===== src/hw/rtl/gapped_kmer_histogram_counter_top_macros.svh =====
// Assertion macros shared by the gapped k-mer histogram counter RTL.
`ifndef GAPPED_KMER_HISTOGRAM_COUNTER_TOP_MACROS_SVH
`define GAPPED_KMER_HISTOGRAM_COUNTER_TOP_MACROS_SVH
`ifndef SYNTH
// Property that must hold at every clock edge outside reset.
`define GKHC_ASSERT(lbl, prop, msg) \
  lbl: assert property (@(posedge clk_i) disable iff (!rst_ni) prop) else $error(msg);
// Condition that must never be true outside reset.
`define GKHC_NEVER(lbl, cond, msg) \
  lbl: assert property (@(posedge clk_i) disable iff (!rst_ni) !(cond)) else $error(msg);
`else
`define GKHC_ASSERT(lbl, prop, msg)
`define GKHC_NEVER(lbl, cond, msg)
`endif
`endif


===== src/hw/rtl/gkhc_pkg.sv =====
// Types, constants and opcodes of the gapped k-mer histogram counter.
`timescale 1ns / 1ps
package gkhc_pkg;

  localparam int unsigned MAX_OLIGO  = 8;
  localparam int unsigned MAX_GAP    = 25;
  localparam int unsigned COUNT_BITS = 24;
  localparam int unsigned WIN_DEPTH  = MAX_OLIGO + MAX_GAP;
  localparam int unsigned KEY_BITS   = 2 * MAX_OLIGO;
  localparam int unsigned WIN_IDX_BITS = $clog2(WIN_DEPTH);
  localparam int unsigned FILL_BITS  = $clog2(WIN_DEPTH + 1);

  localparam logic [1:0] OP_PUSH  = 2'd0;
  localparam logic [1:0] OP_START = 2'd1;
  localparam logic [1:0] OP_CLEAR = 2'd2;
  localparam logic [1:0] OP_READ  = 2'd3;

  localparam logic [1:0] CFG_OLIGO  = 2'd0;
  localparam logic [1:0] CFG_PREFIX = 2'd1;
  localparam logic [1:0] CFG_GAP    = 2'd2;

  typedef struct packed {
    logic [1:0]  opcode;
    logic [1:0]  base;
    logic [15:0] read_key;
  } in_word_t;

  typedef struct packed {
    logic [23:0] count_value;
    logic        saturated;
  } out_word_t;

  // Table access issued by the key stage.
  typedef struct packed {
    logic                valid;
    logic                inc;
    logic                rd;
    logic [KEY_BITS-1:0] addr;
  } req_t;

  // Table status seen by the handshake logic.
  typedef struct packed {
    logic clearing;
    logic s2_valid;
    logic s2_rd;
  } tbl_stat_t;

endpackage


===== src/hw/rtl/gkhc_window.sv =====
// Base window shift register, region fill count and gapped key extraction.
`timescale 1ns / 1ps
module gkhc_window (
  input  logic                            clk_i,
  input  logic                            rst_ni,
  input  logic                            push_i,
  input  logic                            start_i,
  input  logic [1:0]                      base_i,
  input  logic [3:0]                      oligo_len_i,
  input  logic [2:0]                      prefix_len_i,
  input  logic [4:0]                      gap_len_i,
  output logic [gkhc_pkg::KEY_BITS-1:0]   key_o,
  output logic                            hit_o
);

  logic [1:0] win_q [gkhc_pkg::WIN_DEPTH];
  logic [gkhc_pkg::FILL_BITS-1:0] fill_q;

  logic [3:0] olig_eff;
  logic [3:0] pre_eff;
  logic [4:0] gap_eff;
  logic [3:0] suf_len;
  logic [gkhc_pkg::FILL_BITS-1:0] span;

  always_ff @(posedge clk_i or negedge rst_ni) begin
    if (!rst_ni) begin
      for (int i = 0; i < gkhc_pkg::WIN_DEPTH; i++) begin
        win_q[i] <= 2'd0;
      end
      fill_q <= '0;
    end else if (start_i) begin
      for (int i = 0; i < gkhc_pkg::WIN_DEPTH; i++) begin
        win_q[i] <= 2'd0;
      end
      fill_q <= '0;
    end else if (push_i) begin
      win_q[0] <= base_i;
      for (int i = 1; i < gkhc_pkg::WIN_DEPTH; i++) begin
        win_q[i] <= win_q[i-1];
      end
      if (fill_q != gkhc_pkg::FILL_BITS'(gkhc_pkg::WIN_DEPTH)) begin
        fill_q <= fill_q + 1'b1;
      end
    end
  end

  // Clamp the configuration to the supported ranges.
  always_comb begin
    if (oligo_len_i == 4'd0) begin
      olig_eff = 4'd1;
    end else if (oligo_len_i > 4'(gkhc_pkg::MAX_OLIGO)) begin
      olig_eff = 4'(gkhc_pkg::MAX_OLIGO);
    end else begin
      olig_eff = oligo_len_i;
    end
    pre_eff = ({1'b0, prefix_len_i} > olig_eff) ? olig_eff : {1'b0, prefix_len_i};
    gap_eff = (gap_len_i > 5'(gkhc_pkg::MAX_GAP)) ? 5'(gkhc_pkg::MAX_GAP) : gap_len_i;
    suf_len = olig_eff - pre_eff;
    span    = gkhc_pkg::FILL_BITS'(olig_eff) + gkhc_pkg::FILL_BITS'(gap_eff);
  end

  // Key digit d (two bits, digit 0 least significant) comes from the suffix
  // taps below the suffix length and from the gap-shifted prefix taps above it.
  always_comb begin
    logic [gkhc_pkg::WIN_IDX_BITS-1:0] sel;
    key_o = '0;
    for (int d = 0; d < gkhc_pkg::MAX_OLIGO; d++) begin
      sel = gkhc_pkg::WIN_IDX_BITS'(gap_eff) + gkhc_pkg::WIN_IDX_BITS'(d);
      if (4'(d) < suf_len) begin
        key_o[2*d +: 2] = win_q[d];
      end else if (4'(d) < olig_eff) begin
        key_o[2*d +: 2] = win_q[sel];
      end
    end
  end

  assign hit_o = (fill_q >= span);

endmodule


===== config.mk =====
export PLATFORM = sky130hd
export DESIGN_NAME = gkhc_window
export DESIGN_NICKNAME = d
export VERILOG_FILES = /design/src/hw/rtl/gapped_kmer_histogram_counter_top_macros.svh /design/src/hw/rtl/gkhc_pkg.sv /design/src/hw/rtl/gkhc_window.sv
export SDC_FILE = /design/constraint.sdc
export NUM_CORES = 1
export LEC_CHECK = 0
export CAP_MARGIN = 20
export CELL_PAD_IN_SITES_DETAIL_PLACEMENT = 1
export CELL_PAD_IN_SITES_GLOBAL_PLACEMENT = 2
export CORE_UTILIZATION = 40
export DETAILED_ROUTE_END_ITERATION = 6
export DONT_BUFFER_PORTS = 1
export PLACE_DENSITY_LB_ADDON = 0.1
export SYNTH_ARGS = -nofsm -noshare
export SYNTH_HDL_FRONTEND = slang
export SYNTH_SLANG_ARGS = --single-unit

===== constraint.sdc =====
create_clock -name clk_i -period 7.51 [get_ports clk_i]
set_input_delay 1.502 -clock clk_i [delete_from_list [all_inputs] [get_ports clk_i]]
set_output_delay 1.502 -clock clk_i [all_outputs]
set_load 0.05 [all_outputs]

Word level (Yosys, flattened, before mapping)
Cells that the tools add are included.

cells by class
  reduce and logical (&&, ||, !) cells = 4
  bitwise operators = 8
  magnitude comparators = 28
  mux-type cells = 49
  $add $sub $neg = 10
  eq/ne operators = 1

operator list
  operator                                                                      number
  66-bit two-way mux                                                            2
  2-bit binary-select mux with 6-bit select                                     8
  2-bit two-way mux                                                             32
  7-bit >= comparator (second input constant)                                   8
  6-bit NOT with 7-bit output                                                   7
  3-bit by 4-bit less-than comparator with 1-bit output (first input constant)  8
  5-bit by 3-bit adder with 6-bit output (second input constant)                4
  6-bit two-way mux                                                             3
  1-bit by 4-bit less-than comparator with 1-bit output (first input constant)  4
  2-bit by 4-bit less-than comparator with 1-bit output (first input constant)  4
  5-bit by 2-bit adder with 6-bit output (second input constant)                2
  4-bit two-way mux                                                             3
  5-bit NOT with 7-bit output                                                   1
  4-bit by 5-bit adder with 6-bit output                                        1
  5-bit by 1-bit adder with 6-bit output (second input constant)                1
  6-bit by 1-bit adder with 6-bit output (second input constant)                1
  6-bit >= comparator                                                           1
  6-bit inequality test (second input constant)                                 1
  5-bit > comparator (second input constant)                                    1
  5-bit two-way mux                                                             1
  3-bit by 4-bit > comparator with 1-bit output                                 1
  4-bit > comparator (second input constant)                                    1
  4-bit zero test                                                               1
  2-bit nonzero test                                                            2
  2 further kinds                                                               2

storage, ports and cells
  output and inout port bits = 17
  bits in registers = 72
  word-level logic and storage cells = 134
  input bits = 18

Logic depth before layout (Yosys ltp)
  depth after elaboration = 9
  mapped depth = 17
  depth with buffers taken out = 17

Least setup slack after synthesis
OpenSTA, ideal clock, no wires.

  kind = in2out
  start point = input oligo_len_i[3]
  end point = output key_o[13] (netlist name)
  buffers on the path = 1
  slack = 0.575 ns
  required time = 6.008 ns
  stages on the path = 14
  arrival = 5.433 ns
  cell sequence = clkbuf_1 > nand2b_1 > ha_1 > a21o_1 > a21oi_1 > a311oi_1 > mux2_2 > fa_1 > xnor2_1 > nand2_1 > nand4_1 > nand3_1 > a32o_1 > o22ai_1

on the way
  cells in the longest elaborated chain, start to end = 8
  elaborated cells on any way between the ends = 11
  those cells by class = add/sub (1); order compare (4); mux (5); reduce/logical (1)

RTL lines
  element                                                line               RTL
  start: declaration                                     gkhc_window.sv:9   input logic [3:0] oligo_len_i,
  4-bit > comparator                                     gkhc_window.sv:51  end else if (oligo_len_i > 4'(gkhc_pkg::MAX_OLIGO)) begin
  4-bit two-way mux                                      gkhc_window.sv:51
  4-bit two-way mux (*)                                  gkhc_window.sv:49  if (oligo_len_i == 4'd0) begin
  3-bit by 4-bit > comparator with 1-bit output          gkhc_window.sv:56  pre_eff = ({1'b0, prefix_len_i} > olig_eff) ? olig_eff : {1'b0, prefix_len_i};
  4-bit two-way mux                                      gkhc_window.sv:56
  4-bit subtractor                                       gkhc_window.sv:58  suf_len = olig_eff - pre_eff;
  3-bit by 4-bit less-than comparator with 1-bit output  gkhc_window.sv:69  if (4'(d) < suf_len) begin
  2-bit two-way mux (*)                                  gkhc_window.sv:69
  end: declaration                                       gkhc_window.sv:12  output logic [gkhc_pkg::KEY_BITS-1:0] key_o,

Every way passes the cells marked *; elsewhere a longest branch is shown, timed or not.

Final worst setup path
  start point = input oligo_len_i[2]
  end point = output key_o[9] (netlist name)

Same word-level chain as after synthesis.

==> results.txt <==
- Crit path required time: 6.01 ns
- The biggest area contributor in the post-synthesis netlist is dfrtp_1.
- Root buffer cell: clkbuf_16
- Clock slew at reported path FFs: 0.06 ns
- The max-slew violation count was 0.
* Final Hold Vio Count: 0
- Hold path endpoint: win_q[41]
- Final weighted congestion of routability-driven global placement: around 0.92
- Resized cells post-CTS: 0
- By startpoint and endpoint, the worst setup path is classified as primary input to output pin.
- Counting tap cells, the placed design contains a total of 1,021 instances.
- Global routing used roughly 30% of the available tracks across all layers.
- Port buffering added 0 buffers.
- Placeable core region: 18,200 sq um
* Layout Cells excl Fill: ~1,000
- Synthesis inferred 72 register bits.
- Compared with the post-synthesis result, the final layout area differs by 6.61%.
* Net Count, Synth: 879
* Half-perimeter wire length of the detailed placement result: approximately 21,000 um
* Max stage delay cell, worst path: a311oi_1
* Skew-Pair Late Insertion Delay: around 0.36 ns
- Relative max-transition margin: 29.4%
- Element type at the critical path start: primary input
- Depth of the CTS H-tree: 3
* Post-CTS Hold Fix Bufs: 0
- The first global-routing pass estimated ~44,000 um of wire.
* Boundary pin count: 35
- Max VDD drop: around 0.12 mV
- Starting utilization of the core area: slightly above 40%
* Setup tns final: 0 ns
- Clock tree synthesis found a total of 72 sinks.
- Counting distinct cell types in the post-synthesis netlist gives between 80 and 90.
- Between clock sinks in the finished design, the worst skew comes to approximately 0.0098 ns.
- The post-route netlist has between 10% and 20% of its cells at a drive strength greater than 1.
- Failing checks: DRC
* Maximum root-to-sink buffer count: 2
- STA classifies the critical path endpoint as an output pin.
* Number of cells on the worst reg-to-reg path: 5
* TritonCTS Buffers: 9
- The worst path needs slightly above 7 ns of the cycle, external delays included.
- Vias in the first global route: between 7,000 and 8,000
- The run finished, with violations left.
* Max-capacitance violation count: 0
* Buffer and inverter count on the worst path: 2
- For this block, the initial DRC count from the detailed router was 485.
- Delay-heaviest family, CP: compound AO/OA/AOI/OAI gates
- Vias after detailed routing: 7,034
* Number of synthesized flops with an enable pin: 0
- Fillcell total: between 2,000 and 2,500
* Initial antenna violation count: 0
* Synthesized netlist cell count: between 800 and 900
* Synth Cell Area: around 7500 sq um
* Count of endpoints failing setup in the final report: 0
- The repair_antennas step left the layout with diodes totalling 0.
* Buffers inserted by post-CTS timing repair: 0
- Number of nets with antenna violations after routing: 0
* Period Utilization, post-route: between 90% and 100%
- Routed vias/inst: 6.78
- After global routing the overflow that remains totals 0.
- DRC Markers: 6
- The critical path goes through o21bai_1 > nor2b_1 > ha_1 > a311oi_1 > mux2_2 > inv_1 > ha_1 > nor2b_1 > o21ai_1 > nand3_1 > a22o_1 > nor4_1 > a32o_1 > buf_4.
* Instance count along the most critical hold path: 2
- STA puts the critical path data arrival time at around 5.6 ns.
- The tightest min-delay check is of the register to register type.
* Startpoint of the lowest-slack hold path: win_q[41]
- Worst stage delay on the critical path: a little under 0.6 ns
* Max Clk Rate: around 140 MHz
- TritonRoute pass-1 iters: 7
- Synth top area cells: dfrtp_1 24%, mux2i_1 13%, mux4_2 11%
- In the synthesized netlist the async set-or-reset flop fraction comes to 100%.
- PnR worst setup slack: about 0.44 ns
- The worst register-to-register path begins at fill_q[2].
- Synthesis warning total: 0
- Pin count of the biggest net entering global routing: between 70 and 80
- Row Count: a little under 50
- Transition time at the pin with the least slew margin: 1.06 ns
- Unrepaired setup endpoints after global routing: false
* Top_reg_cell synth: dfrtp_1
* Worst slack after detailed placement: about 0.48 ns
* Share of the yosys chip area belonging to registers: between 20% and 30%
- Dividing the synthesized area by the synthesized cell count gives 9.04 sq um.
* Clock tree from TritonCTS: built
- Across all register-to-register paths, the minimum setup slack is 5.99 ns.
- DIE WIDTH: between 100 and 150 um
* Final routed wirelength across all metal layers: around 28,000 um
- Power per standard cell area: between 150 and 200 nW/um^2
* Critical-path maximum fanout: 8
* Routed length per placed instance: 27.1 um
- The endpoint identified for the worst register-to-register timing path is fill_q[3].
- The die covers between 15,000 and 20,000 sq um.
* P_leak: about 0.0034 uW
- Die Y: approximately 140 um
* Final-stage net count: 850
- Share of the synthesized area in the top cell type: 24.0%
## sequential cells by signal (all words and copies together), names as in the netlist
name    count
win_q      66
fill_q      6
## layer usage
| metal | track usage (%) | part of all wire [%] | vias to the layer above |
|---|---|---|---|
| met3 | 7.84 | 8.1 | 51 |
| met4 | 12.1 | 3.1 | 0 |
| met5 | 0 | 0 | - |
| met1 | 39.4 | 43 | 3612 |
| met2 | 47.1 | 45 | 243 |
| li1 | - | - | 3128 |
## layout by cell type, fill, tap and decap left out, types with 8 or more instances in the layout
cell type / netlist / routed
a211oi_1: 23 / 23
a21o_1: 12 / 12
a21oi_1: 21 / 21
a31oi_1: 18 / 18
a32o_1: 8 / 8
and3_1: 8 / 8
buf_4: 1 / 20
clkbuf_16: 0 / 9
dfrtp_1: 72 / 72
ha_1: 27 / 27
inv_1: 18 / 18
mux2_2: 11 / 11
mux2i_1: 98 / 98
mux4_2: 36 / 36
nand2_1: 42 / 42
nand2b_1: 14 / 14
nand3_1: 28 / 28
nor2_1: 103 / 103
nor2b_1: 18 / 18
nor3_1: 12 / 12
nor4_1: 8 / 8
o21ai_0: 24 / 24
o21ai_1: 11 / 11
xnor2_1: 11 / 11
xor2_1: 12 / 12
## cell type report
class / count / area [sq um] / share of cell area [%]
Clock inverter: 7 / 103 / 1.28
Inverter: 23 / 86.3 / 1.08
Timing Repair Buffer: 20 / 150 / 1.87
Clock buffer: 9 / 225 / 2.81
Multi-Input combinational cell: 677 / 5360 / 66.9
Tap cell: 229 / 287 / 3.57
Sequential cell: 72 / 1800 / 22.5
## metrics by stage
step | total power [uW] | hold WS [ns] | util [%] | area, sq um
final | 1230 | 0.603 | 44.0 | 8020
after global routing | 1280 | 0.635 | 44.0 | 8020
after CTS | 1240 | 0.608 | 44.0 | 8020
after detailed placement | 753 | 0.592 | 42.2 | 7690
after global placement | 750 | 0.568 | 42.2 | 7690
after floorplan | 686 | 0.509 | - | 7520
## power breakdown
group	switching (uW)	leakage [uW]	internal [uW]
Combinational	229	0.00223	127
Clock	188	0.000157	294
Sequential	5.21	0.00100	390
Total	423	0.00339	811
## logic make-up (layout without fill, tap and decap cells)
logic type	count (synthesis)	in the layout	share of synthesized area (%)
buf+inv	83	59	4.71
xor+xnor	23	23	2.68
compound gates	210	210	20.5
mux	146	146	25.6
fa+ha+maj	29	29	5.03
simple gates	269	269	17.5
flops	72	72	24.0
## synthesized netlist by cell type, types with 4 or more instances
library cell and instances:
nand2b_1 14, o31ai_1 6, nor3_1 12, nand2_1 42, xor2_1 12, nor4_1 8, o21ai_1 11, buf_1 6
a31oi_1 18, a22oi_1 7, a311oi_1 6, a21o_1 12, a32o_1 8, o21a_1 6, buf_2 19, o211ai_1 7
nor2b_1 18, inv_1 18, nand4_1 4, a2111oi_0 7, a32oi_1 5, dfrtp_1 72, and2_1 4, a221o_1 7
or4_1 5, xnor2_1 11, nand3_1 28, or3_1 4, a211oi_1 23, a21oi_1 21, inv_2 4, ha_1 27
a221oi_1 5, o21ai_0 24, mux4_2 36, clkbuf_1 32, mux2_2 11, and3_1 8, nor2_1 103, mux2i_1 98
## worst max-delay path by stage
stage / from / end / slack [ns] / cells after the start
after floorplan: oligo_len_i[3] / key_o[13] / 0.57 / 14
after global routing: oligo_len_i[3] / key_o[5] / 0.13 / 14
after detailed placement: oligo_len_i[3] / key_o[5] / 0.48 / 14
final: oligo_len_i[2] / key_o[9] / 0.44 / 14
after CTS: oligo_len_i[3] / key_o[3] / 0.47 / 13
after global placement: oligo_len_i[3] / key_o[5] / 0.62 / 14
## tightest hold or removal path, delay by kind of cell (launching register included)
family           cells  cell delay (ns)
AND/OR/NAND/NOR      1             0.07
multiplexers         1             0.09
flip-flops           1             0.40
Power figures use the tool's default switching activity.
